===== config.mk =====
export PLATFORM = sky130hd
export DESIGN_NAME = fim_div
export DESIGN_NICKNAME = d
export VERILOG_FILES = /design/src/sv/fim_pkg.sv /design/src/sv/fim_div.sv
export SDC_FILE = /design/constraint.sdc
export NUM_CORES = 2
export LEC_CHECK = 0
export BUFFER_PORTS_ARGS = -buffer_cell sky130_fd_sc_hd__buf_2
export CAP_MARGIN = 10
export CORE_MARGIN = 1.5
export CORE_UTILIZATION = 55
export DETAILED_ROUTE_END_ITERATION = 10
export PLACE_DENSITY = 0.74
export SLEW_MARGIN = 10
export SYNTH_ARGS = -nofsm -noshare
export SYNTH_HDL_FRONTEND = slang
export SYNTH_MEMORY_MAX_BITS = 65536
export SYNTH_SLANG_ARGS = --single-unit
export TNS_END_PERCENT = 20

===== constraint.sdc =====
create_clock -name i_clk -period 5.91 [get_ports i_clk]
set_input_delay 1.4775 -clock i_clk [delete_from_list [all_inputs] [get_ports i_clk]]
set_output_delay 1.4775 -clock i_clk [all_outputs]
set_load 0.05 [all_outputs]

===== src/sv/fim_pkg.sv =====
// fim_pkg: shared widths, register codes and word types of the frame index remap block
// no dependencies; every other file imports this package
`timescale 1ns / 1ps

package fim_pkg;

    localparam int FRAME_BITS   = 21;
    localparam int SCALE_BITS   = 15;
    localparam int PASS_BITS    = 8;
    localparam int FLAG_BITS    = 4;
    localparam int CFG_IDX_BITS = 3;
    localparam int CFG_DW       = FRAME_BITS;
    // clamped start/end are non-negative
    localparam int SW  = FRAME_BITS - 1;
    // signed frame times scale
    localparam int PW  = FRAME_BITS + SCALE_BITS + 1;
    // scaled frame, at least one
    localparam int CW  = FRAME_BITS + 6;
    // dividend of the wrap division
    localparam int TW  = FRAME_BITS + 7;
    // divisor and remainder
    localparam int DW  = FRAME_BITS;
    // signed result before saturation
    localparam int RSW = TW + 2;

    localparam int FLG_LOOP     = 0;
    localparam int FLG_INV_NAME = 1;
    localparam int FLG_INV_PASS = 2;
    localparam int FLG_NAME_ON  = 3;

    typedef enum logic [CFG_IDX_BITS-1:0] {
        REG_MODE    = 3'd0,
        REG_FLAGS   = 3'd1,
        REG_START   = 3'd2,
        REG_END     = 3'd3,
        REG_OFFSET  = 3'd4,
        REG_SCALE   = 3'd5,
        REG_PASS    = 3'd6
    } t_cfg_idx;

    typedef enum logic [1:0] {
        MODE_FIXED    = 2'd0,
        MODE_NORMAL   = 2'd1,
        MODE_REVERSE  = 2'd2,
        MODE_PINGPONG = 2'd3
    } t_mode;

    typedef struct packed {
        logic signed [FRAME_BITS-1:0] frame;
        logic [PASS_BITS-1:0]         layer_pass_index;
        logic                         layer_name_match;
    } t_in_word;

    typedef struct packed {
        logic signed [FRAME_BITS-1:0] mapped_frame;
        logic                         passed_through;
    } t_out_word;

    // register set after clamping and offset folding
    typedef struct packed {
        t_mode                  mode;
        logic [FLAG_BITS-1:0]   flags;
        logic [SW-1:0]          start;
        logic [SW-1:0]          stop;
        logic [FRAME_BITS-1:0]  off;
        logic [SCALE_BITS-1:0]  scale;
        logic [PASS_BITS-1:0]   pass;
        logic                   empty;
    } t_cfg;

    // per-item data that rides alongside the divider
    typedef struct packed {
        logic signed [FRAME_BITS-1:0] frame;
        logic                         thru;
        logic [CW-1:0]                c;
        logic [TW-1:0]                t;
    } t_side;

endpackage


===== src/sv/fim_div.sv =====
// fim_div: pipelined restoring divider, one quotient bit per register stage
// depends on fim_pkg; gives remainder and quotient parity of side.t over the divisor
`timescale 1ns / 1ps

module fim_div (
    input  logic                    i_clk,
    input  logic                    i_rst_n,
    input  logic                    i_en,
    input  logic                    i_valid,
    input  fim_pkg::t_side          i_side,
    input  logic [fim_pkg::DW-1:0]  i_div,
    output logic                    o_valid,
    output fim_pkg::t_side          o_side,
    output logic [fim_pkg::DW-1:0]  o_rem,
    output logic                    o_qlsb
);
    import fim_pkg::*;

    logic          r_v    [TW];
    t_side         r_side [TW];
    logic [DW-1:0] r_d    [TW];
    logic [DW-1:0] r_rem  [TW];
    logic [TW-1:0] r_num  [TW];
    logic          r_qb   [TW];

    for (genvar k = 0; k < TW; k++) begin : g_stage
        logic          p_v;
        t_side         p_side;
        logic [DW-1:0] p_d, p_rem;
        logic [TW-1:0] p_num;
        logic [DW:0]   trial;
        logic          ge;

        if (k == 0) begin : g_first
            assign p_v    = i_valid;
            assign p_side = i_side;
            assign p_d    = i_div;
            assign p_rem  = '0;
            assign p_num  = i_side.t;
        end else begin : g_next
            assign p_v    = r_v[k-1];
            assign p_side = r_side[k-1];
            assign p_d    = r_d[k-1];
            assign p_rem  = r_rem[k-1];
            assign p_num  = r_num[k-1];
        end

        assign trial = {p_rem, p_num[TW-1]};
        assign ge    = (trial >= {1'b0, p_d});

        always_ff @(posedge i_clk) begin
            if (!i_rst_n) begin
                r_v[k] <= 1'b0;
            end else if (i_en) begin
                r_v[k] <= p_v;
            end
        end

        always_ff @(posedge i_clk) begin
            if (i_en) begin
                r_side[k] <= p_side;
                r_d[k]    <= p_d;
                r_rem[k]  <= ge ? DW'(trial - {1'b0, p_d}) : DW'(trial);
                r_num[k]  <= {p_num[TW-2:0], 1'b0};
                r_qb[k]   <= ge;
            end
        end
    end

    assign o_valid = r_v[TW-1];
    assign o_side  = r_side[TW-1];
    assign o_rem   = r_rem[TW-1];
    assign o_qlsb  = r_qb[TW-1];

endmodule


==> impl_metrics.tcl <==
set metrics [dict create \
    dp_cells 11700 \
    cts-root-buf "clkbuf_16" \
    cts_tree "yes" \
    setup_viol 0 \
    yosysTopAreaCell "edfxtp_1" \
    ant_nets 0 \
    reg2reg_to "r_rem[27][20]" \
    n_fill_cell 17300 \
    critPathMaxFanout 22 \
    htreeDepth 5 \
    sw_frac_of_total_pct 29.4 \
    ys_warn_count 0 \
    drc 0 \
    num_vias 67300 \
    wire_per_inst_um 18.2 \
    min_from "r_side[1][312]" \
    netSwitchingPower_mw 22.0 \
    clk_pin_slew_worst_paths_ns 0.06 \
    fin_crit_sh_pct 71.5 \
    finalSetupTns_ns 0 \
    syn_nets 9033 \
    p_leak_nw 56.5 \
    cp_data_arrival_time_ns 4.88 \
    grt_pass1_vias 66600 \
    synth-edff-count 3339 \
    cts_resized 0 \
    rsz0062_at_grt "false" \
    cts_num_sinks 3340 \
    clk_path_buf_depth 4 \
    dr.pass1.iters 6 \
    hpwl_um 149000 \
    cp-end-kind "flop" \
    wl_um 224000 \
    grt_max_degree 183 \
    seqCellArea_um2 100000 \
    vdd_drop_max_mv 0.286 \
    hold_class "flop to flop" \
    grt_pass1_wl_um 355000 \
    synth_top_area_share_pct 74.3 \
    synth_area_um2 135000 \
    cts_hold_buffers 0 \
    reg2reg_depth 13 \
    hold_depth 0 \
    yosys-top-cells-area "edfxtp_1 74%, ha_1 5.3%, mux2_2 2.5%" \
    portBuffers 201 \
    startpoint "r_side[1][770]" \
    p_seq_share_pct 43.8 \
    worstPathRequired_ns 6.57 \
    syn_area_per_cell_um2 16.2 \
    coreArea_um2 244000 \
    total_power_mw 74.6 \
    io_pins 202 \
    fin_nets 9566 \
    cts_setup_buffers 0 \
    maxSlewHeadroom_pct 17.5 \
    synth_cell_types 87 \
    yosysMostFrequentCell "edfxtp_1" \
    outcome "completed" \
    overflow 0 \
    fp.dieH_um 498 \
    seq_area_frac_synth_pct 74.3 \
    fmax_ghz 0.237 \
    clk_latency_ns 0.95 \
    multi_input_area_um2 31600 \
    hold_end "r_side[1][389]" \
    post-route-util_pct 62.1 \
    synth_top_cells_by_count "3339 x edfxtp_1, 707 x inv_1, 596 x a21oi_1, 569 x ha_1, 460 x nor2_1" \
    die_area_um2 248000 \
    startpoint_type "flop" \
    rows 181 \
    finalHoldViolations 0 \
    track_usage_pct 17.9 \
    drive_above_1_share_pct 12.6 \
    start_util_pct 55.4 \
    slew_viol_final 0 \
    worst_pin_slew_ns 1.23 \
    cap_violations 0 \
    fin_crit_ns 4.23 \
    rrSetupSlack_ns 1.68 \
    synthArstFlopShare_pct 0 \
    avgViaCountPerCell 5.46 \
    dieWidth_um 498 \
    final_cells 12300 \
    ys_seq_elements 3340 \
    hold_ws_ns 0.362 \
    cts-buffers-inserted 350 \
    p_clk_share_pct 27.6 \
    routabilityCongestion 0.909 \
    drt_iter0_markers 4881 \
    crit_type "flop to flop" \
    clock_skew_ns 0.0708 \
    netlist_instances 8335 \
    p_comb_share_pct 28.6 \
    power_density_nw_per_um2 493 \
    p_int_mw 52.6 \
    r2r_start "r_side[1][770]" \
    yosys_most_used_dff "edfxtp_1" \
    grt_antenna_before_repair 7 \
    syn_to_final_growth_pct 12.0 \
]
## worst max-delay path, stage by stage, from the launching register on
cell	delay (ns)
edfxtp_1	0.38
inv_1	0.09
ha_1	0.17
inv_1	0.06
fa_1	0.43
a211oi_2	0.28
o21ai_1	0.13
a21oi_2	0.25
o211ai_1	0.18
o211a_1	0.26
o21a_1	0.19
o211a_1	0.23
o21ai_2	0.85
mux2_2	0.42
## power groups by stage
stage               Combinational, mW  Sequential [mW]  Clock [mW]
floorplan                        16.6             32.4           0
global placement                 20.5             33.1           0
detailed placement               21.0             33.1           0
CTS                              21.3             32.6        21.3
global route                     23.6             32.9        22.2
finish                           21.4             32.6        20.6
## worst max path at each step
| stage | end | slack [ns] | depth (start not counted) |
|---|---|---|---|
| finish | r_rem[27][20] | 1.68 | 13 |
| global route | r_rem[27][20] | 1.40 | 13 |
| CTS | r_rem[27][20] | 1.65 | 13 |
| detailed placement | r_rem[27][6] | 1.69 | 13 |
| global placement | r_rem[27][1] | 1.79 | 13 |
| floorplan | r_rem[27][17] | 2.60 | 14 |
## cell families after synthesis
family          count (synthesis)  synth area share (%)
flops                        3340                  74.3
compound gates               1472                  6.91
simple gates                 1300                  4.75
buf+inv                       805                  2.37
fa+ha+maj                     596                  5.67
xor+xnor                      465                  3.02
mux                           357                  3.00
## cells in the final DEF, fill, tap and decap left out, drive strengths merged, types with 177 or more instances in the layout
cell type  netlist  layout
buf             58     279
mux2           332     332
nand2          219     219
ha             569     569
clkbuf          40     426
a21oi          602     602
o21ai          257     257
a21o           177     177
edfxtp        3339    3339
nor2           460     460
xnor2          316     316
inv            707     714
## state kept, by name, indices dropped and copies added, names as in the netlist
name,count
r_d,567
r_rem,588
r_side,2156
r_qb,1
r_v,28
## per-stage QoR
stage / setup WS [ns] / area, um^2
after detailed placement: 1.69 / 140000
final: 1.68 / 151000
after global routing: 1.40 / 151000
after global placement: 1.79 / 140000
after floorplan: 2.60 / 135000
after CTS: 1.65 / 151000
## metal layers
layer | vias up | GRT usage [%] | share of wire (%) | wire [um]
met5 | - | 0 | 0 | 0
met4 | 0 | 5.73 | 2.6 | 5900
met3 | 427 | 3.04 | 4.9 | 10900
met2 | 1537 | 28.2 | 46 | 103000
met1 | 32700 | 25.4 | 46 | 104000
li1 | 32700 | - | - | -
## cell type report
class                      instances  share of cell area, %
sequential                      3340                   66.3
multi-input combinational       4190                   20.9
clock buffer                     426                   6.01
tap                             3202                   2.65
inverter                         707                   1.75
timing repair buffer             279                   1.28
clock inverter                   179                   1.13
antenna                            2                0.00331
Note: power is estimated with default switching activity, not from simulation.
