### config.mk
export PLATFORM = sky130hd
export DESIGN_NAME = fim_map
export DESIGN_NICKNAME = d
export VERILOG_FILES = /design/src/sv/fim_pkg.sv /design/src/sv/fim_map.sv
export SDC_FILE = /design/constraint.sdc
export NUM_CORES = 1
export LEC_CHECK = 0
export BUFFER_PORTS_ARGS = -buffer_cell sky130_fd_sc_hd__buf_2
export CAP_MARGIN = 25
export CORE_MARGIN = 4
export CORE_UTILIZATION = 45
export CTS_CLUSTER_DIAMETER = 150
export DETAILED_ROUTE_END_ITERATION = 16
export GPL_TIMING_DRIVEN = 0
export PLACE_DENSITY = 0.64
export SLEW_MARGIN = 10
export SYNTH_ARGS = -nofsm -noshare
export SYNTH_HDL_FRONTEND = slang
export SYNTH_SLANG_ARGS = --single-unit
### constraint.sdc
create_clock -name i_clk -period 9.2 [get_ports i_clk]
set_input_delay 0.92 -clock i_clk [delete_from_list [all_inputs] [get_ports i_clk]]
set_output_delay 0.92 -clock i_clk [all_outputs]
set_load 0.01 [all_outputs]
### src/sv/fim_pkg.sv
// fim_pkg: shared widths, register codes and word types of the frame index remap block
// no dependencies; every other file imports this package
`timescale 1ns / 1ps

package fim_pkg;

    localparam int FRAME_BITS   = 21;
    localparam int SCALE_BITS   = 15;
    localparam int PASS_BITS    = 8;
    localparam int FLAG_BITS    = 4;
    localparam int CFG_IDX_BITS = 3;
    localparam int CFG_DW       = FRAME_BITS;
    // clamped start/end are non-negative
    localparam int SW  = FRAME_BITS - 1;
    // signed frame times scale
    localparam int PW  = FRAME_BITS + SCALE_BITS + 1;
    // scaled frame, at least one
    localparam int CW  = FRAME_BITS + 6;
    // dividend of the wrap division
    localparam int TW  = FRAME_BITS + 7;
    // divisor and remainder
    localparam int DW  = FRAME_BITS;
    // signed result before saturation
    localparam int RSW = TW + 2;

    localparam int FLG_LOOP     = 0;
    localparam int FLG_INV_NAME = 1;
    localparam int FLG_INV_PASS = 2;
    localparam int FLG_NAME_ON  = 3;

    typedef enum logic [CFG_IDX_BITS-1:0] {
        REG_MODE    = 3'd0,
        REG_FLAGS   = 3'd1,
        REG_START   = 3'd2,
        REG_END     = 3'd3,
        REG_OFFSET  = 3'd4,
        REG_SCALE   = 3'd5,
        REG_PASS    = 3'd6
    } t_cfg_idx;

    typedef enum logic [1:0] {
        MODE_FIXED    = 2'd0,
        MODE_NORMAL   = 2'd1,
        MODE_REVERSE  = 2'd2,
        MODE_PINGPONG = 2'd3
    } t_mode;

    typedef struct packed {
        logic signed [FRAME_BITS-1:0] frame;
        logic [PASS_BITS-1:0]         layer_pass_index;
        logic                         layer_name_match;
    } t_in_word;

    typedef struct packed {
        logic signed [FRAME_BITS-1:0] mapped_frame;
        logic                         passed_through;
    } t_out_word;

    // register set after clamping and offset folding
    typedef struct packed {
        t_mode                  mode;
        logic [FLAG_BITS-1:0]   flags;
        logic [SW-1:0]          start;
        logic [SW-1:0]          stop;
        logic [FRAME_BITS-1:0]  off;
        logic [SCALE_BITS-1:0]  scale;
        logic [PASS_BITS-1:0]   pass;
        logic                   empty;
    } t_cfg;

    // per-item data that rides alongside the divider
    typedef struct packed {
        logic signed [FRAME_BITS-1:0] frame;
        logic                         thru;
        logic [CW-1:0]                c;
        logic [TW-1:0]                t;
    } t_side;

endpackage

### src/sv/fim_map.sv
// fim_map: playback mode selection, saturation and the output word register
// depends on fim_pkg
`timescale 1ns / 1ps

module fim_map (
    input  logic                    i_clk,
    input  logic                    i_rst_n,
    input  logic                    i_en,
    input  fim_pkg::t_cfg           i_cfg,
    input  logic                    i_valid,
    input  fim_pkg::t_side          i_side,
    input  logic [fim_pkg::DW-1:0]  i_rem,
    input  logic                    i_qlsb,
    output logic                    o_valid,
    output fim_pkg::t_out_word      o_word
);
    import fim_pkg::*;

    logic              r_valid;
    t_out_word         r_word;

    logic signed [RSW-1:0] s, e, t, r, o, c, x, et, len, res;
    logic signed [RSW-1:0] sat_hi, sat_lo;
    logic                  loop;
    t_out_word             n_word;

    always_comb begin
        s      = $signed({{(RSW-SW){1'b0}}, i_cfg.start});
        e      = $signed({{(RSW-SW){1'b0}}, i_cfg.stop});
        t      = $signed({{(RSW-TW){1'b0}}, i_side.t});
        r      = $signed({{(RSW-DW){1'b0}}, i_rem});
        o      = $signed({{(RSW-FRAME_BITS){1'b0}}, i_cfg.off});
        c      = $signed({{(RSW-CW){1'b0}}, i_side.c});
        loop   = i_cfg.flags[FLG_LOOP];
        x      = t + s;
        et     = e - t;
        len    = e - s;
        sat_hi = $signed({{(RSW-FRAME_BITS+1){1'b0}}, {(FRAME_BITS-1){1'b1}}});
        sat_lo = -sat_hi - RSW'(1);
        case (i_cfg.mode)
            MODE_FIXED: begin
                res = o;
            end
            MODE_NORMAL: begin
                if (loop) res = r + s;
                else      res = (x < e) ? x : e;
            end
            MODE_REVERSE: begin
                if (loop) res = e - r;
                else      res = (et > s + RSW'(1)) ? et : s;
            end
            MODE_PINGPONG: begin
                res = i_qlsb ? (e - r) : (s + r);
                if (!loop && (c > (len <<< 1))) res = s + o;
            end
            default: begin
                res = o;
            end
        endcase
        if (i_side.thru) begin
            n_word.mapped_frame   = i_side.frame;
            n_word.passed_through = 1'b1;
        end else begin
            if (res > sat_hi)      n_word.mapped_frame = sat_hi[FRAME_BITS-1:0];
            else if (res < sat_lo) n_word.mapped_frame = sat_lo[FRAME_BITS-1:0];
            else                   n_word.mapped_frame = res[FRAME_BITS-1:0];
            n_word.passed_through = 1'b0;
        end
    end

    always_ff @(posedge i_clk) begin
        if (!i_rst_n) begin
            r_valid <= 1'b0;
        end else if (i_en) begin
            r_valid <= i_valid;
        end
    end

    always_ff @(posedge i_clk) begin
        if (i_en) begin
            r_word <= n_word;
        end
    end

    assign o_valid = r_valid;
    assign o_word  = r_word;

endmodule

==> impl_metrics.tcl, run 1 <==
set metrics [dict create \
    drt-vias-per-instance 6.13 \
    wirelength_um 43300 \
    critPathArrivalTime_ns 7.61 \
    synth-edff-count 22 \
    async_flop_share_pct 0 \
    cts_hold_buf 0 \
    area_growth_pct 12.6 \
    slew_headroom_pct 32.0 \
    rsz0062_at_grt "false" \
    clock_skew_ns 0 \
    avgSynthCellArea_um2 7.29 \
    ant_nets 0 \
    fin_util_pct 51.5 \
    cap_violations 0 \
    core_mm2 0.0244 \
    ctsHtreeMaxLevel 1 \
    place.gp.congestion 0.979 \
    netlist_instances 1530 \
    post-place-cells 2038 \
    post_cts_buffers 0 \
    antenna_found_initial 0 \
    setup_viol_count_final 0 \
    overflow 0 \
    clkLatencyLatePin_ns 0.26 \
    synthFlopType "edfxtp_1" \
    port_buffers 184 \
    cts.sinks 23 \
    final_cells 2042 \
    start_kind "input port" \
    pre_cts_ws_ns 1.32 \
    power.total_mw 1.15 \
    wl_met2_um 19900 \
    cts_buffers 3 \
    drcViolationCount 0 \
    nets 2104 \
    dpl_cell_area_mm2 0.0125 \
    grt_max_degree 24 \
    worst_slew_pin_slew_ns 1.02 \
    vdd.ir_drop.worst_v 0.000107 \
    cts_resized 0 \
    status "complete, no violations" \
    critPathRequiredTime_ns 9.20 \
    drt-met1-wl_um 19200 \
    post-dp-hpwl_um 37400 \
    synth_cell_types 105 \
    worst-path-max-fanout 10 \
    timing.final.crit_share_pct 82.7 \
    slowest_delay_ns 0.56 \
    r2r_setup_slack_ns 8.61 \
    wl_met3_um 2780 \
    crit_slowest_cell "or4_1" \
    dr.first_iter.drc_count 969 \
    path_clk_slew_ns 0.06 \
    drt-wirelength-per-cell_um 21.2 \
    syn_area_mm2 0.0112 \
    cts_buffer_depth 2 \
    cts_tree "built" \
    highest_layer "met4" \
    p_per_area_mw_per_mm2 91.6 \
    path_class "input port to flop" \
    drive_above_1_share_pct 14.5 \
    dieWidth_um 165 \
    p_leak_nw 5.86 \
    pin_count 217 \
    drt-pass1-iter-count 7 \
    grt_pass1_vias 11900 \
    finalMaxSlewViolations 0 \
    hold_viol_final 0 \
    n_antenna_cell 0 \
    synth-seq-area-share_pct 6.10 \
    worst_hold_slack_ns 0.518 \
    track_usage_pct 30.2 \
    hold_path_class "flop to flop" \
    period_needed_ns 7.61 \
    die_h_um 165 \
    rows 57 \
    vias 12500 \
    cp-end-kind "flop" \
    ys_ff_latch 23 \
    yosys_warnings 0 \
    cts_root_buf "clkbuf_16" \
    fmaxAchievable_mhz 131 \
    grt_pass1_wl_um 64600 \
    fill_cells 2536 \
    start_util_pct 45.7 \
    tns_ns 0 \
    stdcell_area_mm2 0.0126 \
    synth_fp_nets 1915 \
    postLayoutSetupSlackWorst_ns 1.59 \
    die-area_mm2 0.0274 \
]
## cell usage after synthesis (6+ instances only)
master	number	area, um^2
o31ai_1	18	135
inv_1	116	435
nand3_1	46	230
xnor2_1	73	639
a31oi_1	13	81.3
ha_1	185	2310
a211oi_1	40	300
nor2b_1	14	87.6
nand2_1	98	368
a22oi_1	7	52.6
edfxtp_1	22	661
o211ai_1	23	173
and3_1	11	68.8
o221ai_1	8	70.1
o31a_1	6	52.6
nand4_1	25	156
clkbuf_1	29	109
a2bb2oi_1	14	123
nand2b_1	21	131
a21o_1	45	338
a21oi_1	139	696
o21ai_1	6	30.0
nor3_1	39	195
xor2_1	48	420
mux2i_1	28	280
o21ai_0	114	571
and2_1	8	50.1
nor2_1	121	454
buf_2	7	35.0
fa_1	6	120
o2bb2ai_1	6	52.6
or2_2	9	56.3
a221oi_1	6	52.6
o21a_1	22	165
o21bai_1	11	82.6
or3_1	11	68.8
a2111oi_0	7	61.3
o22ai_1	10	62.6
## cell families after synthesis
| kind of cell | count (synthesis) | synth area share, % |
|---|---|---|
| mux | 33 | 3.02 |
| fa+ha+maj | 191 | 21.8 |
| xor+xnor | 123 | 9.79 |
| compound gates | 555 | 33.0 |
| flops | 23 | 6.10 |
| buf+inv | 167 | 6.56 |
| simple gates | 438 | 19.7 |
## final cells by class
type | instances | area (um^2) | area share [%]
Buffer | 51 | 297 | 2.36
Tap cell | 324 | 405 | 3.23
Timing Repair Buffer | 184 | 921 | 7.33
Multi-Input combinational cell | 1340 | 9740 | 77.6
Clock buffer | 4 | 78.8 | 0.627
Inverter | 116 | 435 | 3.47
Sequential cell | 23 | 681 | 5.42
## cell usage in the layout (no fill, tap or decap), types with 30 or more instances in the layout
cell type,n
nand2_1,98
nor2_1,121
ha_1,185
buf_2,191
o21ai_0,114
inv_1,116
xnor2_1,73
nand3_1,46
a211oi_1,40
a21o_1,45
xor2_1,48
clkbuf_1,30
a21oi_1,139
nor3_1,39
## power breakdown
group	internal [mW]	total [mW]	switching [mW]
Sequential	0.131	0.134	0.00252
Combinational	0.364	0.922	0.558
Clock	0.0592	0.0947	0.0355
Total	0.555	1.15	0.596
## final timing paths
path                            cells after the start  startpoint    endpoint
worst min-delay path                                2     o_valid     o_valid
worst max register to register                      2     o_valid     o_valid
worst max-delay path                               28   i_cfg[66]  o_word[18]
worst min register to register                      2     o_valid     o_valid
## worst max-delay path, delay by kind of cell
| family | cells | cell delay, ns |
|---|---|---|
| fa+ha+maj | 2 | 0.58 |
| buf+inv | 3 | 0.79 |
| xor+xnor | 1 | 0.14 |
| compound gates | 12 | 2.99 |
| simple gates | 10 | 2.17 |
## per-layer routing
| layer | global-route usage [%] | up-vias |
|---|---|---|
| met5 | 0 | - |
| met4 | 9.19 | 0 |
| met3 | 1.19 | 65 |
| met2 | 52.4 | 499 |
| met1 | 40.8 | 5825 |
| li1 | - | 6127 |
## flip-flops by register name (all words and copies together) (netlist names)
name / cells
o_word: 22
o_valid: 1
(Power assumes the default switching activity.)
==> run 2: changes to the inputs <==
--- a/config.mk
+++ b/config.mk
@@ -12,7 +12,7 @@
 export CTS_CLUSTER_DIAMETER = 150
 export DETAILED_ROUTE_END_ITERATION = 16
 export GPL_TIMING_DRIVEN = 0
-export PLACE_DENSITY = 0.64
+export PLACE_DENSITY = 0.67
 export SLEW_MARGIN = 10
 export SYNTH_ARGS = -nofsm -noshare
 export SYNTH_HDL_FRONTEND = slang
==> constraint.sdc (replaced) <==
create_clock -name i_clk -period 6.9 [get_ports i_clk]
set_input_delay 0.69 -clock i_clk [delete_from_list [all_inputs] [get_ports i_clk]]
set_output_delay 0.69 -clock i_clk [all_outputs]
set_load 0.01 [all_outputs]
==> impl_metrics.tcl, run 2 (synthesis gave the netlist of run 1 again) <==
set metrics [dict create \
    vdd.ir_drop.worst_v 0.000176 \
    cts_root_buf "clkbuf_16" \
    period_needed_ns 6.67 \
    final_cells 2045 \
    port_buffers 184 \
    track_usage_pct 30.3 \
    start_util_pct 45.7 \
    drcViolationCount 0 \
    critPathRequiredTime_ns 6.91 \
    hold_path_class "flop to flop" \
    cp_top_family "compound AO/OA/AOI/OAI gates" \
    slew_headroom_pct 38.8 \
    grt_pass1_vias 12000 \
    hold_path_depth 2 \
    regToRegEndpoint "o_valid" \
    clock_skew_ns 0 \
    pre_cts_ws_ns -0.652 \
    final_common_cell "buf_2" \
    postLayoutSetupSlackWorst_ns 0.229 \
    finalMaxSlewViolations 0 \
    fin_util_pct 51.8 \
    post-dp-hpwl_um 37200 \
    reg2reg_depth 2 \
    crit_buf_inv 3 \
    vias 12500 \
    crit_top_cell "o21ai_0" \
    worst-path-max-fanout 10 \
    hold_path_end "o_valid" \
    cts_buffer_depth 2 \
    worst_hold_slack_ns 0.534 \
    r2r_start "o_valid" \
    ant_nets 0 \
    place.gp.congestion 0.976 \
    dr.first_iter.drc_count 907 \
    worst_slew_pin_slew_ns 0.914 \
    p_per_area_mw_per_mm2 123 \
    layout_common_cells "buf_2, ha_1, a21oi_1" \
    antenna_found_initial 0 \
    critPathArrivalTime_ns 6.68 \
    cts_buffers 3 \
    die-area_mm2 0.0274 \
    crit_slowest_cell "xor2_1" \
    cts_tree "built" \
    slowest_delay_ns 0.52 \
    cts_hold_buf 0 \
    area_growth_pct 13.3 \
    wirelength_um 43300 \
    nets 2107 \
    grt_pass1_wl_um 64900 \
    path_class "input port to flop" \
    drt-wirelength-per-cell_um 21.2 \
    largest_reg_flops 22 \
    grt_max_degree 24 \
    status "complete, no violations" \
    core_mm2 0.0244 \
    hold_viol_final 0 \
    rows 57 \
    drt-vias-per-instance 6.10 \
    die_h_um 165 \
    start_kind "input port" \
    r2r_setup_slack_ns 6.30 \
    overflow 0 \
    post-place-cells 2038 \
    ctsHtreeMaxLevel 1 \
    drive_above_1_share_pct 15.2 \
    setup_viol_count_final 0 \
    n_antenna_cell 0 \
    timing.final.crit_share_pct 96.7 \
    min-delay-start "o_valid" \
    fmaxAchievable_mhz 150 \
    fill_cells 2491 \
    cap_violations 0 \
    clkLatencyLatePin_ns 0.26 \
    drt-pass1-iter-count 5 \
    path_clk_slew_ns 0.06 \
    cp-end-kind "flop" \
    p_leak_nw 5.90 \
    cts.sinks 23 \
    pin_count 217 \
    dieWidth_um 165 \
]
-- run 2: repair_timing --
| action | in CTS | in global routing |
|---|---|---|
| gates resized for setup | 3 | 18 |
| pin swaps | 1 | 2 |
| setup endpoints to repair | 19 | 20 |
| setup buffers | 1 | 1 |
| endpoints found under the hold margin | 0 | 0 |
-- run 2: cell type report --
type / count / area (um^2) / share of cell area [%]
multi-input combinational: 1340 / 9790 / 77.4
timing repair buffer: 187 / 951 / 7.52
sequential: 23 / 681 / 5.38
inverter: 116 / 435 / 3.44
tap: 324 / 405 / 3.21
buffer: 51 / 299 / 2.37
clock buffer: 3 / 75.1 / 0.594
clock inverter: 1 / 5.00 / 0.0396
-- run 2: metal layers --
layer,track usage (%),vias up,share of wire (%)
met1,40.1,5781,43
met4,8.62,0,3.2
met5,0,-,0
met2,53.2,492,46
met3,1.81,67,7.2
li1,-,6135,-
-- run 2: worst min-delay path, cell delays in order, from the launching register on --
cell	delay, ns
dfxtp_1	0.30
mux2i_1	0.12
nor2b_1	0.06
-- run 2: where the power goes --
group / internal, mW / total, mW / switching (mW)
logic: 0.492 / 1.25 / 0.753
registers: 0.175 / 0.178 / 0.00313
clock network: 0.0780 / 0.127 / 0.0485
-- run 2: worst max path at each step --
stage | startpoint | to | slack, ns | cells past startpoint
finish | i_cfg[54] | o_word[16] | 0.23 | 25
global route | i_cfg[45] | o_word[18] | -0.04 | 24
detailed placement | i_cfg[66] | o_word[19] | -0.65 | 28
floorplan | i_cfg[66] | o_word[10] | 1.26 | 27
global placement | i_cfg[66] | o_word[18] | -0.56 | 28
CTS | i_cfg[66] | o_word[19] | 0.07 | 28
-- run 2: through the flow --
stage | instance area, um^2 | TNS (ns) | total power, mW
2_1_floorplan | 11200 | 0 | 1.02
3_3_place_gp | 12500 | -8.18 | 1.37
3_5_place_dp | 12500 | -9.63 | 1.39
4_1_cts | 12600 | 0 | 1.52
5_1_grt | 12600 | -0.165 | 1.69
6_report | 12600 | 0 | 1.55
