$ cat src/sv/fim_pkg.sv
// fim_pkg: shared widths, register codes and word types of the frame index remap block
// no dependencies; every other file imports this package
`timescale 1ns / 1ps

package fim_pkg;

    localparam int FRAME_BITS   = 21;
    localparam int SCALE_BITS   = 15;
    localparam int PASS_BITS    = 8;
    localparam int FLAG_BITS    = 4;
    localparam int CFG_IDX_BITS = 3;
    localparam int CFG_DW       = FRAME_BITS;
    // clamped start/end are non-negative
    localparam int SW  = FRAME_BITS - 1;
    // signed frame times scale
    localparam int PW  = FRAME_BITS + SCALE_BITS + 1;
    // scaled frame, at least one
    localparam int CW  = FRAME_BITS + 6;
    // dividend of the wrap division
    localparam int TW  = FRAME_BITS + 7;
    // divisor and remainder
    localparam int DW  = FRAME_BITS;
    // signed result before saturation
    localparam int RSW = TW + 2;

    localparam int FLG_LOOP     = 0;
    localparam int FLG_INV_NAME = 1;
    localparam int FLG_INV_PASS = 2;
    localparam int FLG_NAME_ON  = 3;

    typedef enum logic [CFG_IDX_BITS-1:0] {
        REG_MODE    = 3'd0,
        REG_FLAGS   = 3'd1,
        REG_START   = 3'd2,
        REG_END     = 3'd3,
        REG_OFFSET  = 3'd4,
        REG_SCALE   = 3'd5,
        REG_PASS    = 3'd6
    } t_cfg_idx;

    typedef enum logic [1:0] {
        MODE_FIXED    = 2'd0,
        MODE_NORMAL   = 2'd1,
        MODE_REVERSE  = 2'd2,
        MODE_PINGPONG = 2'd3
    } t_mode;

    typedef struct packed {
        logic signed [FRAME_BITS-1:0] frame;
        logic [PASS_BITS-1:0]         layer_pass_index;
        logic                         layer_name_match;
    } t_in_word;

    typedef struct packed {
        logic signed [FRAME_BITS-1:0] mapped_frame;
        logic                         passed_through;
    } t_out_word;

    // register set after clamping and offset folding
    typedef struct packed {
        t_mode                  mode;
        logic [FLAG_BITS-1:0]   flags;
        logic [SW-1:0]          start;
        logic [SW-1:0]          stop;
        logic [FRAME_BITS-1:0]  off;
        logic [SCALE_BITS-1:0]  scale;
        logic [PASS_BITS-1:0]   pass;
        logic                   empty;
    } t_cfg;

    // per-item data that rides alongside the divider
    typedef struct packed {
        logic signed [FRAME_BITS-1:0] frame;
        logic                         thru;
        logic [CW-1:0]                c;
        logic [TW-1:0]                t;
    } t_side;

endpackage

$ cat src/sv/fim_prep.sv
// fim_prep: filter decision, scale multiply and wrap operand setup, three register stages
// depends on fim_pkg
`timescale 1ns / 1ps

module fim_prep (
    input  logic              i_clk,
    input  logic              i_rst_n,
    input  logic              i_en,
    input  fim_pkg::t_cfg     i_cfg,
    input  logic              i_valid,
    input  fim_pkg::t_in_word i_word,
    output logic              o_valid,
    output fim_pkg::t_side    o_side,
    output logic [fim_pkg::DW-1:0] o_div
);
    import fim_pkg::*;

    logic                         r_a_v, r_b_v, r_c_v;
    logic signed [FRAME_BITS-1:0] r_a_frame, r_b_frame;
    logic                         r_a_thr, r_b_thr;
    logic signed [PW-1:0]         r_b_prod;
    t_side                        r_c_side;
    logic [DW-1:0]                r_c_div;

    logic                         n_thr;
    logic                         name_fail, pass_fail, pass_eq;
    logic signed [PW-1:0]         prod;
    logic signed [PW-1:0]         rnd;
    logic signed [PW-1:0]         q8;
    logic [CW-1:0]                n_c;
    logic [TW-1:0]                n_t;
    logic [SW-1:0]                len;
    logic [DW-1:0]                n_div;

    always_comb begin
        name_fail = i_cfg.flags[FLG_INV_NAME] ? i_word.layer_name_match
                                              : !i_word.layer_name_match;
        pass_eq   = (i_word.layer_pass_index == i_cfg.pass);
        pass_fail = i_cfg.flags[FLG_INV_PASS] ? pass_eq : !pass_eq;
        n_thr     = i_cfg.empty
                  || (i_cfg.flags[FLG_NAME_ON] && name_fail)
                  || ((i_cfg.pass != '0) && pass_fail);
    end

    assign prod = PW'($signed(r_a_frame)) * $signed({{(PW-SCALE_BITS){1'b0}}, i_cfg.scale});

    // truncate toward zero, then floor at one
    always_comb begin
        rnd = r_b_prod + (r_b_prod[PW-1] ? PW'(255) : PW'(0));
        q8  = rnd >>> 8;
        n_c = (q8 < PW'(1)) ? CW'(1) : q8[CW-1:0];
        n_t = TW'(n_c) + TW'(i_cfg.off) - TW'(1);
        len = i_cfg.stop - i_cfg.start;
        if (i_cfg.empty) begin
            n_div = DW'(1);
        end else if (i_cfg.mode == MODE_PINGPONG) begin
            n_div = DW'(len);
        end else begin
            n_div = DW'(len) + DW'(1);
        end
    end

    always_ff @(posedge i_clk) begin
        if (!i_rst_n) begin
            r_a_v <= 1'b0;
            r_b_v <= 1'b0;
            r_c_v <= 1'b0;
        end else if (i_en) begin
            r_a_v <= i_valid;
            r_b_v <= r_a_v;
            r_c_v <= r_b_v;
        end
    end

    always_ff @(posedge i_clk) begin
        if (i_en) begin
            r_a_frame      <= i_word.frame;
            r_a_thr        <= n_thr;
            r_b_frame      <= r_a_frame;
            r_b_thr        <= r_a_thr;
            r_b_prod       <= prod;
            r_c_side.frame <= r_b_frame;
            r_c_side.thru  <= r_b_thr;
            r_c_side.c     <= n_c;
            r_c_side.t     <= n_t;
            r_c_div        <= n_div;
        end
    end

    assign o_valid = r_c_v;
    assign o_side  = r_c_side;
    assign o_div   = r_c_div;

endmodule

$ cat config.mk
export PLATFORM = sky130hd
export DESIGN_NAME = fim_prep
export DESIGN_NICKNAME = d
export VERILOG_FILES = /design/src/sv/fim_pkg.sv /design/src/sv/fim_prep.sv
export SDC_FILE = /design/constraint.sdc
export NUM_CORES = 1
export LEC_CHECK = 0
export BUFFER_PORTS_ARGS = -buffer_cell sky130_fd_sc_hd__clkbuf_2
export CAP_MARGIN = 30
export CORE_MARGIN = 4
export CORE_UTILIZATION = 35
export CTS_BUF_LIST = sky130_fd_sc_hd__clkbuf_4 sky130_fd_sc_hd__clkbuf_8 sky130_fd_sc_hd__clkbuf_16
export CTS_CLUSTER_DIAMETER = 80
export CTS_CLUSTER_SIZE = 40
export DETAILED_ROUTE_END_ITERATION = 12
export PLACE_DENSITY_LB_ADDON = 0.05
export SLEW_MARGIN = 20
export SYNTH_ARGS = -nofsm -noshare
export SYNTH_HDL_FRONTEND = slang
export SYNTH_SLANG_ARGS = --single-unit
export TNS_END_PERCENT = 10
$ cat constraint.sdc
create_clock -name i_clk -period 8.2 [get_ports i_clk]
set_input_delay 2.46 -clock i_clk [delete_from_list [all_inputs] [get_ports i_clk]]
set_output_delay 2.46 -clock i_clk [all_outputs]
set_load 0.05 [all_outputs]
==> results.py, run 1 <==
metrics = {
    "outcome": {
        "status": "finished, final reports clean",
    },
    "cts": {
        "clock_insertion_delay_worst_skew_ns": 0.49,
        "clock_sink_count": 182,
        "numCtsBuffers": 17,
        "ctsLongestPathBuffers": 2,
        "cts.htree.levels": 4,
        "cts_root_buf": "sky130_fd_sc_hd__clkbuf_16",
        "hold_buffers": 0,
        "clock_slew_at_reported_path_ffs_ns": 0.08,
        "tritoncts": "yes",
    },
    "synthesis": {
        "yosysWarningCount": 0,
        "synthesis.nets": 2825,
        "yosysUniqueCellTypes": 88,
        "postSynth.asyncResetShare": 0,
        "synth_area_per_cell_um2": 9.867,
        "postSynthRegisterBits": 182,
        "syn_inst": 2221,
        "mappedNetlistArea_um2": 21910,
        "sequential_element_share_of_the_synthesized_area": 0.2480,
        "ys.flop_type": "sky130_fd_sc_hd__edfxtp_1",
        "synth_enable_flop_cells": 179,
    },
    "final_layout": {
        "post_route_cells_drive_above_1_share": 0.1701,
        "design.final.nets": 3131,
        "postLayoutCoreUtil": 0.4130,
        "layout-area-overhead-vs-synth_pct": 16.53,
        "fin_area_um2": 25540,
    },
    "route": {
        "drt_iter0_drc": 591,
        "post_drt_wl_per_cell_um": 17.00,
        "routed_wirelength_um": 57440,
        "routed_via_density": 4.661,
        "ant_nets": 0,
        "route.detailed.drc": 0,
        "drt_pre_antenna_iters": 4,
        "detailroute.via_count": 15744,
    },
    "floorplan": {
        "floorplan.rows": 91,
        "die_x_um": 258.2,
        "die_h_um": 258.2,
        "num_io_pins": 224,
        "floorplan.initialDensity": 0.3544,
        "die_outline_area_um2": 66680,
        "fp.coreArea_um2": 61830,
    },
    "place": {
        "post-dp-hpwl_um": 47780,
        "gpl.final_weighted_congestion": 0.8848,
        "place.port_buffers": 222,
        "postPlaceCellArea_um2": 24810,
    },
    "worst_hold_path": {
        "min-delay-path-class": "reg -> reg",
    },
    "setup_path": {
        "path_common_cell": "sky130_fd_sc_hd__fa_1",
        "cp.buffers_inverters": 6,
        "crit_path_start_kind": "input pin",
        "crit_path_slowest_cell": "sky130_fd_sc_hd__fa_1",
        "data_arrival_time_of_the_critical_path_ns": 8.26,
        "critical_path.max_stage_delay_ns": 0.54,
        "critical_path.top_delay_family": "adder cells",
        "setup.worst_path.end_class": "flip-flop",
        "cp_data_required_time_ns": 8.42,
        "cp_cell_sequence": "clkbuf_4, and2_1, fa_1, inv_1, fa_1, fa_1, inv_1, fa_1, fa_1, inv_1, fa_1, inv_1, ha_1, buf_4, nor3_1, nor2_1, a32oi_2, a21boi_2, a221oi_2, o31ai_2, a311oi_1, o21bai_1, xor2_1",
        "critical_path_peak_fanout": 7,
        "timing_worst_setup_path_type": "in -> reg",
    },
    "global_routing": {
        "track_usage": 0.1779,
        "grt_pass1_wl_um": 94130,
        "grt_antenna_before_repair": 1,
        "grt_start_max_net_pins": 67,
        "via_count_of_the_first_global_routing_pass": 17085,
        "top_usage_layer": "met2",
        "gr-total-overflow": 0,
        "groute.layer.met3.usage": 0.02746,
        "met2_usage": 0.3011,
        "grt_util_met1": 0.2460,
    },
    "sta": {
        "maxSlewViolCount": 0,
        "timing.fmax_mhz": 124.3,
        "worstMarginPinSlew_ns": 0.9311,
        "final_min_period_over_clock_period": 0.9808,
        "hold_ws_ns": 0.4164,
        "setup_violations": 0,
        "rsz0062_at_grt": "true",
        "finalWorstPathRequiredPeriod_ns": 8.043,
        "finClkSkew_ns": 0.01887,
        "hold_viol": 0,
        "headroom_to_the_max_slew_limit": 0.3793,
    },
    "run": {
        "maxCapViolations": 0,
    },
}
layout make-up:
class                           instances  area (um2)
Fill cell                            6218       36290
Multi-Input combinational cell       1493       14490
Sequential cell                       182        5435
Timing Repair Buffer                  350        2131
Inverter                              483        1813
Tap cell                              837        1047
Clock buffer                           20       447.9
Clock inverter                         12       166.4
Antenna cell                            1       2.502
cell usage after synthesis, types with 5 or more instances:
cell	number	share of area
sky130_fd_sc_hd__nand3_1	43	0.0098
sky130_fd_sc_hd__nor2_1	83	0.014
sky130_fd_sc_hd__and3_1	31	0.0089
sky130_fd_sc_hd__nand2_1	243	0.042
sky130_fd_sc_hd__edfxtp_1	179	0.25
sky130_fd_sc_hd__fa_1	313	0.29
sky130_fd_sc_hd__a21oi_1	58	0.013
sky130_fd_sc_hd__buf_2	5	0.0011
sky130_fd_sc_hd__nand4_1	12	0.0034
sky130_fd_sc_hd__nor2b_1	12	0.0034
sky130_fd_sc_hd__o21bai_1	5	0.0017
sky130_fd_sc_hd__a31oi_1	11	0.0031
sky130_fd_sc_hd__nand2b_1	15	0.0043
sky130_fd_sc_hd__o211ai_1	5	0.0017
sky130_fd_sc_hd__a21o_1	24	0.0082
sky130_fd_sc_hd__inv_1	483	0.083
sky130_fd_sc_hd__and2_1	139	0.040
sky130_fd_sc_hd__clkbuf_1	57	0.0098
sky130_fd_sc_hd__mux2i_1	7	0.0032
sky130_fd_sc_hd__nor4_1	9	0.0026
sky130_fd_sc_hd__o2111ai_1	5	0.0020
sky130_fd_sc_hd__xnor2_1	85	0.034
sky130_fd_sc_hd__o31ai_1	8	0.0027
sky130_fd_sc_hd__o21ai_0	36	0.0082
sky130_fd_sc_hd__or3_1	7	0.0020
sky130_fd_sc_hd__o21a_1	12	0.0041
sky130_fd_sc_hd__ha_1	166	0.095
sky130_fd_sc_hd__a211oi_1	9	0.0031
sky130_fd_sc_hd__or2_2	8	0.0023
sky130_fd_sc_hd__xor2_1	41	0.016
sky130_fd_sc_hd__nor3_1	26	0.0059
cells by family after synthesis:
| family | after synthesis | synth area share |
|---|---|---|
| buf+inv | 546 | 0.09398 |
| mux | 8 | 0.003711 |
| compound gates | 226 | 0.07166 |
| simple gates | 653 | 0.1508 |
| fa+ha+maj | 479 | 0.3807 |
| flops | 182 | 0.2480 |
| xor+xnor | 127 | 0.05110 |
worst reg2reg max path, stage by stage (launching register included):
cell and delay, ns:
sky130_fd_sc_hd__edfxtp_1 0.97, sky130_fd_sc_hd__nand2_1 0.17, sky130_fd_sc_hd__fa_1 0.56, sky130_fd_sc_hd__inv_1 0.06, sky130_fd_sc_hd__fa_1 0.52, sky130_fd_sc_hd__inv_1 0.05
sky130_fd_sc_hd__fa_1 0.43, sky130_fd_sc_hd__fa_1 0.55, sky130_fd_sc_hd__inv_1 0.05, sky130_fd_sc_hd__fa_1 0.47, sky130_fd_sc_hd__inv_1 0.05, sky130_fd_sc_hd__fa_1 0.54
sky130_fd_sc_hd__inv_1 0.05, sky130_fd_sc_hd__ha_1 0.32, sky130_fd_sc_hd__buf_4 0.17, sky130_fd_sc_hd__nor3_1 0.18, sky130_fd_sc_hd__nor2_1 0.09, sky130_fd_sc_hd__a32oi_2 0.24
sky130_fd_sc_hd__a21boi_2 0.11, sky130_fd_sc_hd__a221oi_2 0.35, sky130_fd_sc_hd__o31ai_2 0.12, sky130_fd_sc_hd__a311oi_1 0.28, sky130_fd_sc_hd__o21bai_1 0.11, sky130_fd_sc_hd__xor2_1 0.15
layer usage:
layer	wire length [um]	part of all wire
met5	0	0
met4	762	0.013
met3	1864	0.032
met2	27510	0.48
met1	27300	0.48
worst paths after layout:
path                  end           from  cells past startpoint  slack, ns
min            o_side[57]   r_b_frame[1]                      0       0.42
max reg2reg  r_b_prod[32]  r_a_frame[10]                     23       1.35
max          r_b_prod[32]      i_cfg[15]                     23       0.16
min reg2reg    o_side[57]   r_b_frame[1]                      0       0.42
state kept, by name, summed over array words and instances (netlist names), 21 cells and up:
register,flops
o_div,21
o_side,77
r_a_frame,21
r_b_frame,21
r_b_prod,37
repair_timing:
item | CTS | global route
resized for setup | 2 | 36
buffers inserted | 0 | 1
pin swaps | 0 | 10
gates cloned | 0 | 0
setup endpoints to repair | 1 | 10
metrics by stage:
stage,std cells,setup slack (ns),TNS (ns)
2_1_floorplan,2221,0.009932,0
3_3_place_gp,3344,-0.5408,-5.697
3_5_place_dp,3344,-0.5785,-6.156
4_1_cts,3376,0.009245,0
5_1_grt,3378,-0.02486,-0.03282
6_report,3378,0.1575,0
cells in the final DEF, fill, tap and decap left out, types with 11 or more instances in the layout:
cell type	instances
sky130_fd_sc_hd__inv_1	482
sky130_fd_sc_hd__fa_1	311
sky130_fd_sc_hd__nand2_1	243
sky130_fd_sc_hd__clkbuf_2	211
sky130_fd_sc_hd__edfxtp_1	179
sky130_fd_sc_hd__ha_1	164
sky130_fd_sc_hd__and2_1	139
sky130_fd_sc_hd__buf_4	124
sky130_fd_sc_hd__xnor2_1	85
sky130_fd_sc_hd__nor2_1	82
sky130_fd_sc_hd__a21oi_1	52
sky130_fd_sc_hd__nand3_1	43
sky130_fd_sc_hd__xor2_1	41
sky130_fd_sc_hd__o21ai_0	35
sky130_fd_sc_hd__and3_1	31
sky130_fd_sc_hd__nor3_1	26
sky130_fd_sc_hd__a21o_1	24
sky130_fd_sc_hd__clkbuf_16	17
sky130_fd_sc_hd__nand2b_1	15
sky130_fd_sc_hd__o21a_1	12
sky130_fd_sc_hd__nand4_1	12
sky130_fd_sc_hd__nor2b_1	12
sky130_fd_sc_hd__a31oi_1	11
sky130_fd_sc_hd__clkbuf_4	11
Power of run 1 is left out: the tool's default activity adds up to more than one toggle a clock period on the data nets, which glitch-free logic cannot reach.
==> run 2: changes to the inputs <==
- GPL_ROUTABILITY_DRIVEN: default -> 0
- clock period: 8.2 -> 10.01 ns (I/O delays scaled with it)
==> run 2 against run 1 <==
First-iteration DRC count is 33% higher. Global-route usage is 0.052 points lower. Setup slack better by 0.80 ns. Die area stayed put. Critical path type unchanged.
==> results.py, run 2 (synthesis results as in run 1) <==
metrics = {
    "final_layout": {
        "final_common_cell": "sky130_fd_sc_hd__inv_1",
        "layout-area-overhead-vs-synth_pct": 12.50,
        "final_cell_mix": "483 x sky130_fd_sc_hd__inv_1, 313 x sky130_fd_sc_hd__fa_1, 243 x sky130_fd_sc_hd__nand2_1",
        "design.final.nets": 3029,
        "post_route_cells_drive_above_1_share": 0.1284,
        "flip_flop_count_of_the_largest_register_after_layout": 77,
    },
    "sta": {
        "maxSlewViolCount": 0,
        "worstMarginPinSlew_ns": 0.9063,
        "setup_total_negative_slack_ns": 0,
        "finClkSkew_ns": 0.01806,
        "headroom_to_the_max_slew_limit": 0.3958,
        "timing.fmax_mhz": 110.5,
        "finalWorstPathRequiredPeriod_ns": 9.048,
        "rsz0062_at_grt": "false",
        "final_min_period_over_clock_period": 0.9039,
        "setup_violations": 0,
        "hold_viol": 0,
    },
    "run": {
        "maxCapViolations": 0,
    },
    "floorplan": {
        "die_h_um": 258.2,
        "die_outline_area_um2": 66680,
        "floorplan.initialDensity": 0.3544,
        "num_io_pins": 224,
        "fp.coreArea_um2": 61830,
        "floorplan.rows": 91,
        "die_x_um": 258.2,
    },
    "route": {
        "drt_iter0_drc": 785,
        "routed_wirelength_um": 58200,
        "routed_via_density": 4.726,
        "ant_nets": 0,
        "detailroute.via_count": 15487,
        "drt_pre_antenna_iters": 5,
        "post_drt_wl_per_cell_um": 17.76,
        "route.detailed.drc": 0,
    },
    "setup_path": {
        "timing.rr.start": "r_a_frame[9]",
        "cp_data_required_time_ns": 10.23,
        "timing_worst_setup_path_type": "in -> reg",
        "data_arrival_time_of_the_critical_path_ns": 9.27,
        "crit_path_start_kind": "input pin",
        "r2r_slack_ns": 2.97,
        "reg2reg_to": "r_b_prod[32]",
        "r2r_cell_count": 22,
        "critical_path_peak_fanout": 15,
        "setup.worst_path.end_class": "flip-flop",
    },
    "global_routing": {
        "track_usage": 0.1774,
        "gr-total-overflow": 0,
        "via_count_of_the_first_global_routing_pass": 16543,
        "grt_start_max_net_pins": 70,
        "grt_antenna_before_repair": 2,
        "grt_pass1_wl_um": 92570,
    },
    "cts": {
        "clock_insertion_delay_worst_skew_ns": 0.48,
        "hold_buffers": 0,
        "buffers_inserted_during_post_cts_setup_optimization": 0,
        "ctsLongestPathBuffers": 2,
        "tritoncts": "yes",
        "clock_slew_at_reported_path_ffs_ns": 0.08,
        "cts.htree.levels": 4,
        "clock_sink_count": 182,
        "numCtsBuffers": 17,
        "cts_root_buf": "sky130_fd_sc_hd__clkbuf_16",
        "resized_after_cts": 0,
    },
    "place": {
        "post-dp-hpwl_um": 46590,
        "place.port_buffers": 222,
    },
    "worst_hold_path": {
        "min_delay_worst_endpoint": "o_side[66]",
        "min-delay-path-class": "reg -> reg",
        "hold_path_depth": 0,
        "hold_path_startpoint": "r_b_frame[10]",
    },
    "outcome": {
        "status": "finished, final reports clean",
    },
}
## run 2: worst max-delay path: stages
cell                       delay, ns
sky130_fd_sc_hd__clkbuf_2       0.41
sky130_fd_sc_hd__nand2_1        0.15
sky130_fd_sc_hd__fa_1           0.56
sky130_fd_sc_hd__inv_1          0.05
sky130_fd_sc_hd__fa_1           0.51
sky130_fd_sc_hd__fa_1           0.52
sky130_fd_sc_hd__inv_1          0.05
sky130_fd_sc_hd__fa_1           0.48
sky130_fd_sc_hd__inv_1          0.06
sky130_fd_sc_hd__fa_1           0.52
sky130_fd_sc_hd__inv_1          0.05
sky130_fd_sc_hd__fa_1           0.57
sky130_fd_sc_hd__inv_1          0.06
sky130_fd_sc_hd__ha_1           0.38
sky130_fd_sc_hd__and3_1         0.20
sky130_fd_sc_hd__and2_1         0.12
sky130_fd_sc_hd__nand4_1        0.15
sky130_fd_sc_hd__a21boi_1       0.29
sky130_fd_sc_hd__a221oi_1       0.20
sky130_fd_sc_hd__o31ai_1        0.36
sky130_fd_sc_hd__buf_4          0.21
sky130_fd_sc_hd__nand3_1        0.07
sky130_fd_sc_hd__a21oi_1        0.18
sky130_fd_sc_hd__xnor2_1        0.09
## run 2: final cells by class
| cell class | instances | area, um2 |
|---|---|---|
| Sequential cell | 182 | 5435 |
| Antenna cell | 2 | 5.005 |
| Tap cell | 837 | 1047 |
| Inverter | 483 | 1813 |
| Clock inverter | 13 | 138.9 |
| Timing Repair Buffer | 248 | 1355 |
| Fill cell | 6171 | 37170 |
| Clock buffer | 19 | 440.4 |
| Multi-Input combinational cell | 1493 | 14420 |
## run 2: per-stage QoR
step | area (um2) | utilization | hold slack [ns] | std cells | setup WS [ns]
2_1_floorplan | 21910 | - | 0.4003 | 2221 | 1.091
3_3_place_gp | 24010 | 0.3884 | 0.4009 | 3241 | 0.4524
3_5_place_dp | 24070 | 0.3893 | 0.4045 | 3243 | 0.4147
4_1_cts | 24650 | 0.3987 | 0.4184 | 3275 | 0.9262
5_1_grt | 24650 | 0.3988 | 0.4199 | 3277 | 0.5237
6_report | 24650 | 0.3988 | 0.4174 | 3277 | 0.9617
## run 2: worst max-delay path by stage
stage / start / to / depth (start not counted)
2_1_floorplan: i_cfg[15] / r_b_prod[32] / 23
3_3_place_gp: i_cfg[15] / r_b_prod[36] / 24
3_5_place_dp: i_cfg[15] / r_b_prod[36] / 24
4_1_cts: i_cfg[15] / r_b_prod[36] / 24
5_1_grt: i_cfg[15] / r_b_prod[36] / 24
6_report: i_cfg[15] / r_b_prod[36] / 24
## run 2: per-layer routing
layer,track usage,routed length [um]
met1,0.2483,27980
met2,0.2895,27010
met3,0.03010,2274
met4,0.04318,936
met5,0,0
Power of run 2 is left out for the same reason.
==> run 3: changes to the inputs <==
- ABC_AREA: default -> 1
==> run 3 against run 2 <==
Cell count up 17%. Maximum frequency up 4.6%. Final area grew 3.7%. Register-to-register slack gained 0.49 ns. Area after synthesis increased by 4.8%. Die area increased by 4.7%. Synthesized cell count increased by 24%. First-iteration DRC count grew 1.1%. Global-route usage down 0.33 points. Via count rose by 14%. Non-clock buffer count shrank 21. Critical path type unchanged.
==> results.py, run 3 <==
metrics = {
    "outcome": {
        "status": "finished, final reports clean",
    },
    "global_routing": {
        "track_usage": 0.1741,
        "met2_usage": 0.3084,
        "groute.layer.met3.usage": 0.02673,
        "via_count_of_the_first_global_routing_pass": 19196,
        "top_usage_layer": "met2",
        "grt_start_max_net_pins": 70,
        "grt_pass1_wl_um": 98050,
        "gr-total-overflow": 0,
        "grt_util_met1": 0.2237,
        "grt_antenna_before_repair": 0,
    },
    "synthesis": {
        "post-synth-top-area-fraction": 0.2728,
        "yosysUniqueCellTypes": 45,
        "synth_enable_flop_cells": 179,
        "yosys-top-cells-count": "740 x sky130_fd_sc_hd__inv_1, 666 x sky130_fd_sc_hd__nand2_1, 313 x sky130_fd_sc_hd__fa_1, 179 x sky130_fd_sc_hd__edfxtp_1, 166 x sky130_fd_sc_hd__ha_1",
        "sequential_element_share_of_the_synthesized_area": 0.2366,
        "synthesis.nets": 3368,
        "synth_area_per_cell_um2": 8.310,
        "yosysMostFrequentCell": "sky130_fd_sc_hd__inv_1",
        "synth_top_cells_by_area": "sky130_fd_sc_hd__fa_1 27%, sky130_fd_sc_hd__edfxtp_1 23%, sky130_fd_sc_hd__inv_1 12%",
        "postSynthRegisterBits": 182,
        "syn_inst": 2764,
        "synth_area_leader_cell": "sky130_fd_sc_hd__fa_1",
        "mappedNetlistArea_um2": 22970,
        "postSynth.asyncResetShare": 0,
        "ys.flop_type": "sky130_fd_sc_hd__edfxtp_1",
        "yosysWarningCount": 0,
    },
    "sta": {
        "maxSlewViolCount": 0,
        "finClkSkew_ns": 0.02331,
        "finalWorstPathRequiredPeriod_ns": 8.654,
        "setup_violations": 0,
        "worstMarginPinSlew_ns": 0.9109,
        "hold_viol": 0,
        "setup_total_negative_slack_ns": 0,
        "timing.fmax_mhz": 115.6,
        "rsz0062_at_grt": "false",
        "final_min_period_over_clock_period": 0.8645,
        "headroom_to_the_max_slew_limit": 0.3927,
    },
    "place": {
        "place.port_buffers": 222,
        "post-dp-hpwl_um": 49360,
    },
    "floorplan": {
        "fp.coreArea_um2": 64700,
        "die_h_um": 264.2,
        "die_outline_area_um2": 69790,
        "floorplan.initialDensity": 0.3550,
        "die_x_um": 264.2,
        "floorplan.rows": 93,
        "num_io_pins": 224,
    },
    "route": {
        "post_drt_wl_per_cell_um": 15.40,
        "routed_via_density": 4.621,
        "drt_iter0_drc": 794,
        "drt_pre_antenna_iters": 5,
        "route.detailed.drc": 0,
        "ant_nets": 0,
        "routed_wirelength_um": 58870,
        "detailroute.via_count": 17660,
    },
    "final_layout": {
        "final_cell_mix": "740 x sky130_fd_sc_hd__inv_1, 666 x sky130_fd_sc_hd__nand2_1, 313 x sky130_fd_sc_hd__fa_1",
        "final_common_cell": "sky130_fd_sc_hd__inv_1",
        "postLayoutCoreUtil": 0.3953,
        "layout-area-overhead-vs-synth_pct": 11.35,
        "post_route_cells_drive_above_1_share": 0.1048,
        "flip_flop_count_of_the_largest_register_after_layout": 77,
        "design.final.nets": 3558,
        "antenna_cells": 0,
    },
    "setup_path": {
        "launch_point_of_the_worst_path": "i_cfg[15]",
        "crit_path_start_kind": "input pin",
        "critical_path_peak_fanout": 21,
        "r2r_slack_ns": 3.46,
        "timing.rr.start": "r_a_frame[8]",
        "cp_data_required_time_ns": 10.25,
        "setup.worst_path.end_class": "flip-flop",
        "timing_worst_setup_path_type": "in -> reg",
        "data_arrival_time_of_the_critical_path_ns": 8.89,
    },
    "cts": {
        "ctsLongestPathBuffers": 2,
        "buffers_inserted_during_post_cts_setup_optimization": 0,
        "tritoncts": "yes",
        "resized_after_cts": 0,
        "clock_slew_at_reported_path_ffs_ns": 0.09,
        "hold_buffers": 0,
        "numCtsBuffers": 17,
        "cts_root_buf": "sky130_fd_sc_hd__clkbuf_16",
        "clock_insertion_delay_worst_skew_ns": 0.49,
        "clock_sink_count": 182,
        "cts.htree.levels": 4,
    },
    "worst_hold_path": {
        "min-delay-path-class": "reg -> reg",
        "hold_path_startpoint": "r_b_frame[3]",
    },
    "run": {
        "maxCapViolations": 0,
    },
}
==> run 3: worst paths after layout <==
path	endpoint	cells past startpoint
worst max-delay path	r_b_prod[33]	22
worst min-delay path	o_side[59]	0
worst max register to register	r_b_prod[33]	21
worst min register to register	o_side[59]	0
==> run 3: metal layers <==
metal | wire, um | vias up
met5 | 0 | -
met4 | 1014 | 0
met3 | 1998 | 63
met2 | 29310 | 282
met1 | 26550 | 8633
li1 | - | 8682
==> run 3: area by class of cell <==
class                           instances  area (um2)
Inverter                              752        2828
Multi-Input combinational cell       1774       14470
Sequential cell                       182        5435
Clock buffer                           17       425.4
Fill cell                            6769       39120
Clock inverter                         15       187.7
Timing Repair Buffer                  227        1157
Tap cell                              855        1070
==> run 3: critical path, stage by stage <==
cell and delay (ns):
sky130_fd_sc_hd__clkbuf_2 0.45, sky130_fd_sc_hd__nand2_1 0.16, sky130_fd_sc_hd__fa_1 0.58, sky130_fd_sc_hd__inv_1 0.07, sky130_fd_sc_hd__fa_1 0.53, sky130_fd_sc_hd__inv_1 0.05, sky130_fd_sc_hd__fa_1 0.50, sky130_fd_sc_hd__inv_1 0.05
sky130_fd_sc_hd__fa_1 0.48, sky130_fd_sc_hd__inv_1 0.06, sky130_fd_sc_hd__fa_1 0.53, sky130_fd_sc_hd__inv_1 0.05, sky130_fd_sc_hd__fa_1 0.47, sky130_fd_sc_hd__ha_1 0.38, sky130_fd_sc_hd__a21oi_1 0.19, sky130_fd_sc_hd__a21boi_0 0.28
sky130_fd_sc_hd__o21ai_0 0.12, sky130_fd_sc_hd__a21oi_1 0.13, sky130_fd_sc_hd__nand2_1 0.13, sky130_fd_sc_hd__a21oi_1 0.33, sky130_fd_sc_hd__o21ai_0 0.17, sky130_fd_sc_hd__xor2_1 0.16
==> run 3: through the flow <==
step	instances	hold slack (ns)	cell area [um2]	worst slack [ns]
after CTS	3822	0.4034	25580	1.357
after global placement	3790	0.4031	24960	0.8705
final	3822	0.4002	25580	1.356
after global routing	3822	0.4113	25580	0.8880
after floorplan	2764	0.4003	22970	1.660
after detailed placement	3790	0.4052	24960	0.8121
==> run 3: cell families after synthesis <==
group,after synthesis,synth area share
AO/OA/AOI/OAI,201,0.04892
XOR/XNOR,88,0.03421
AND/OR/NAND/NOR,1006,0.1837
adder cells (fa/ha/maj),479,0.3632
buffers and inverters,808,0.1333
flip-flops,182,0.2366
Power of run 3 is left out for the same reason.
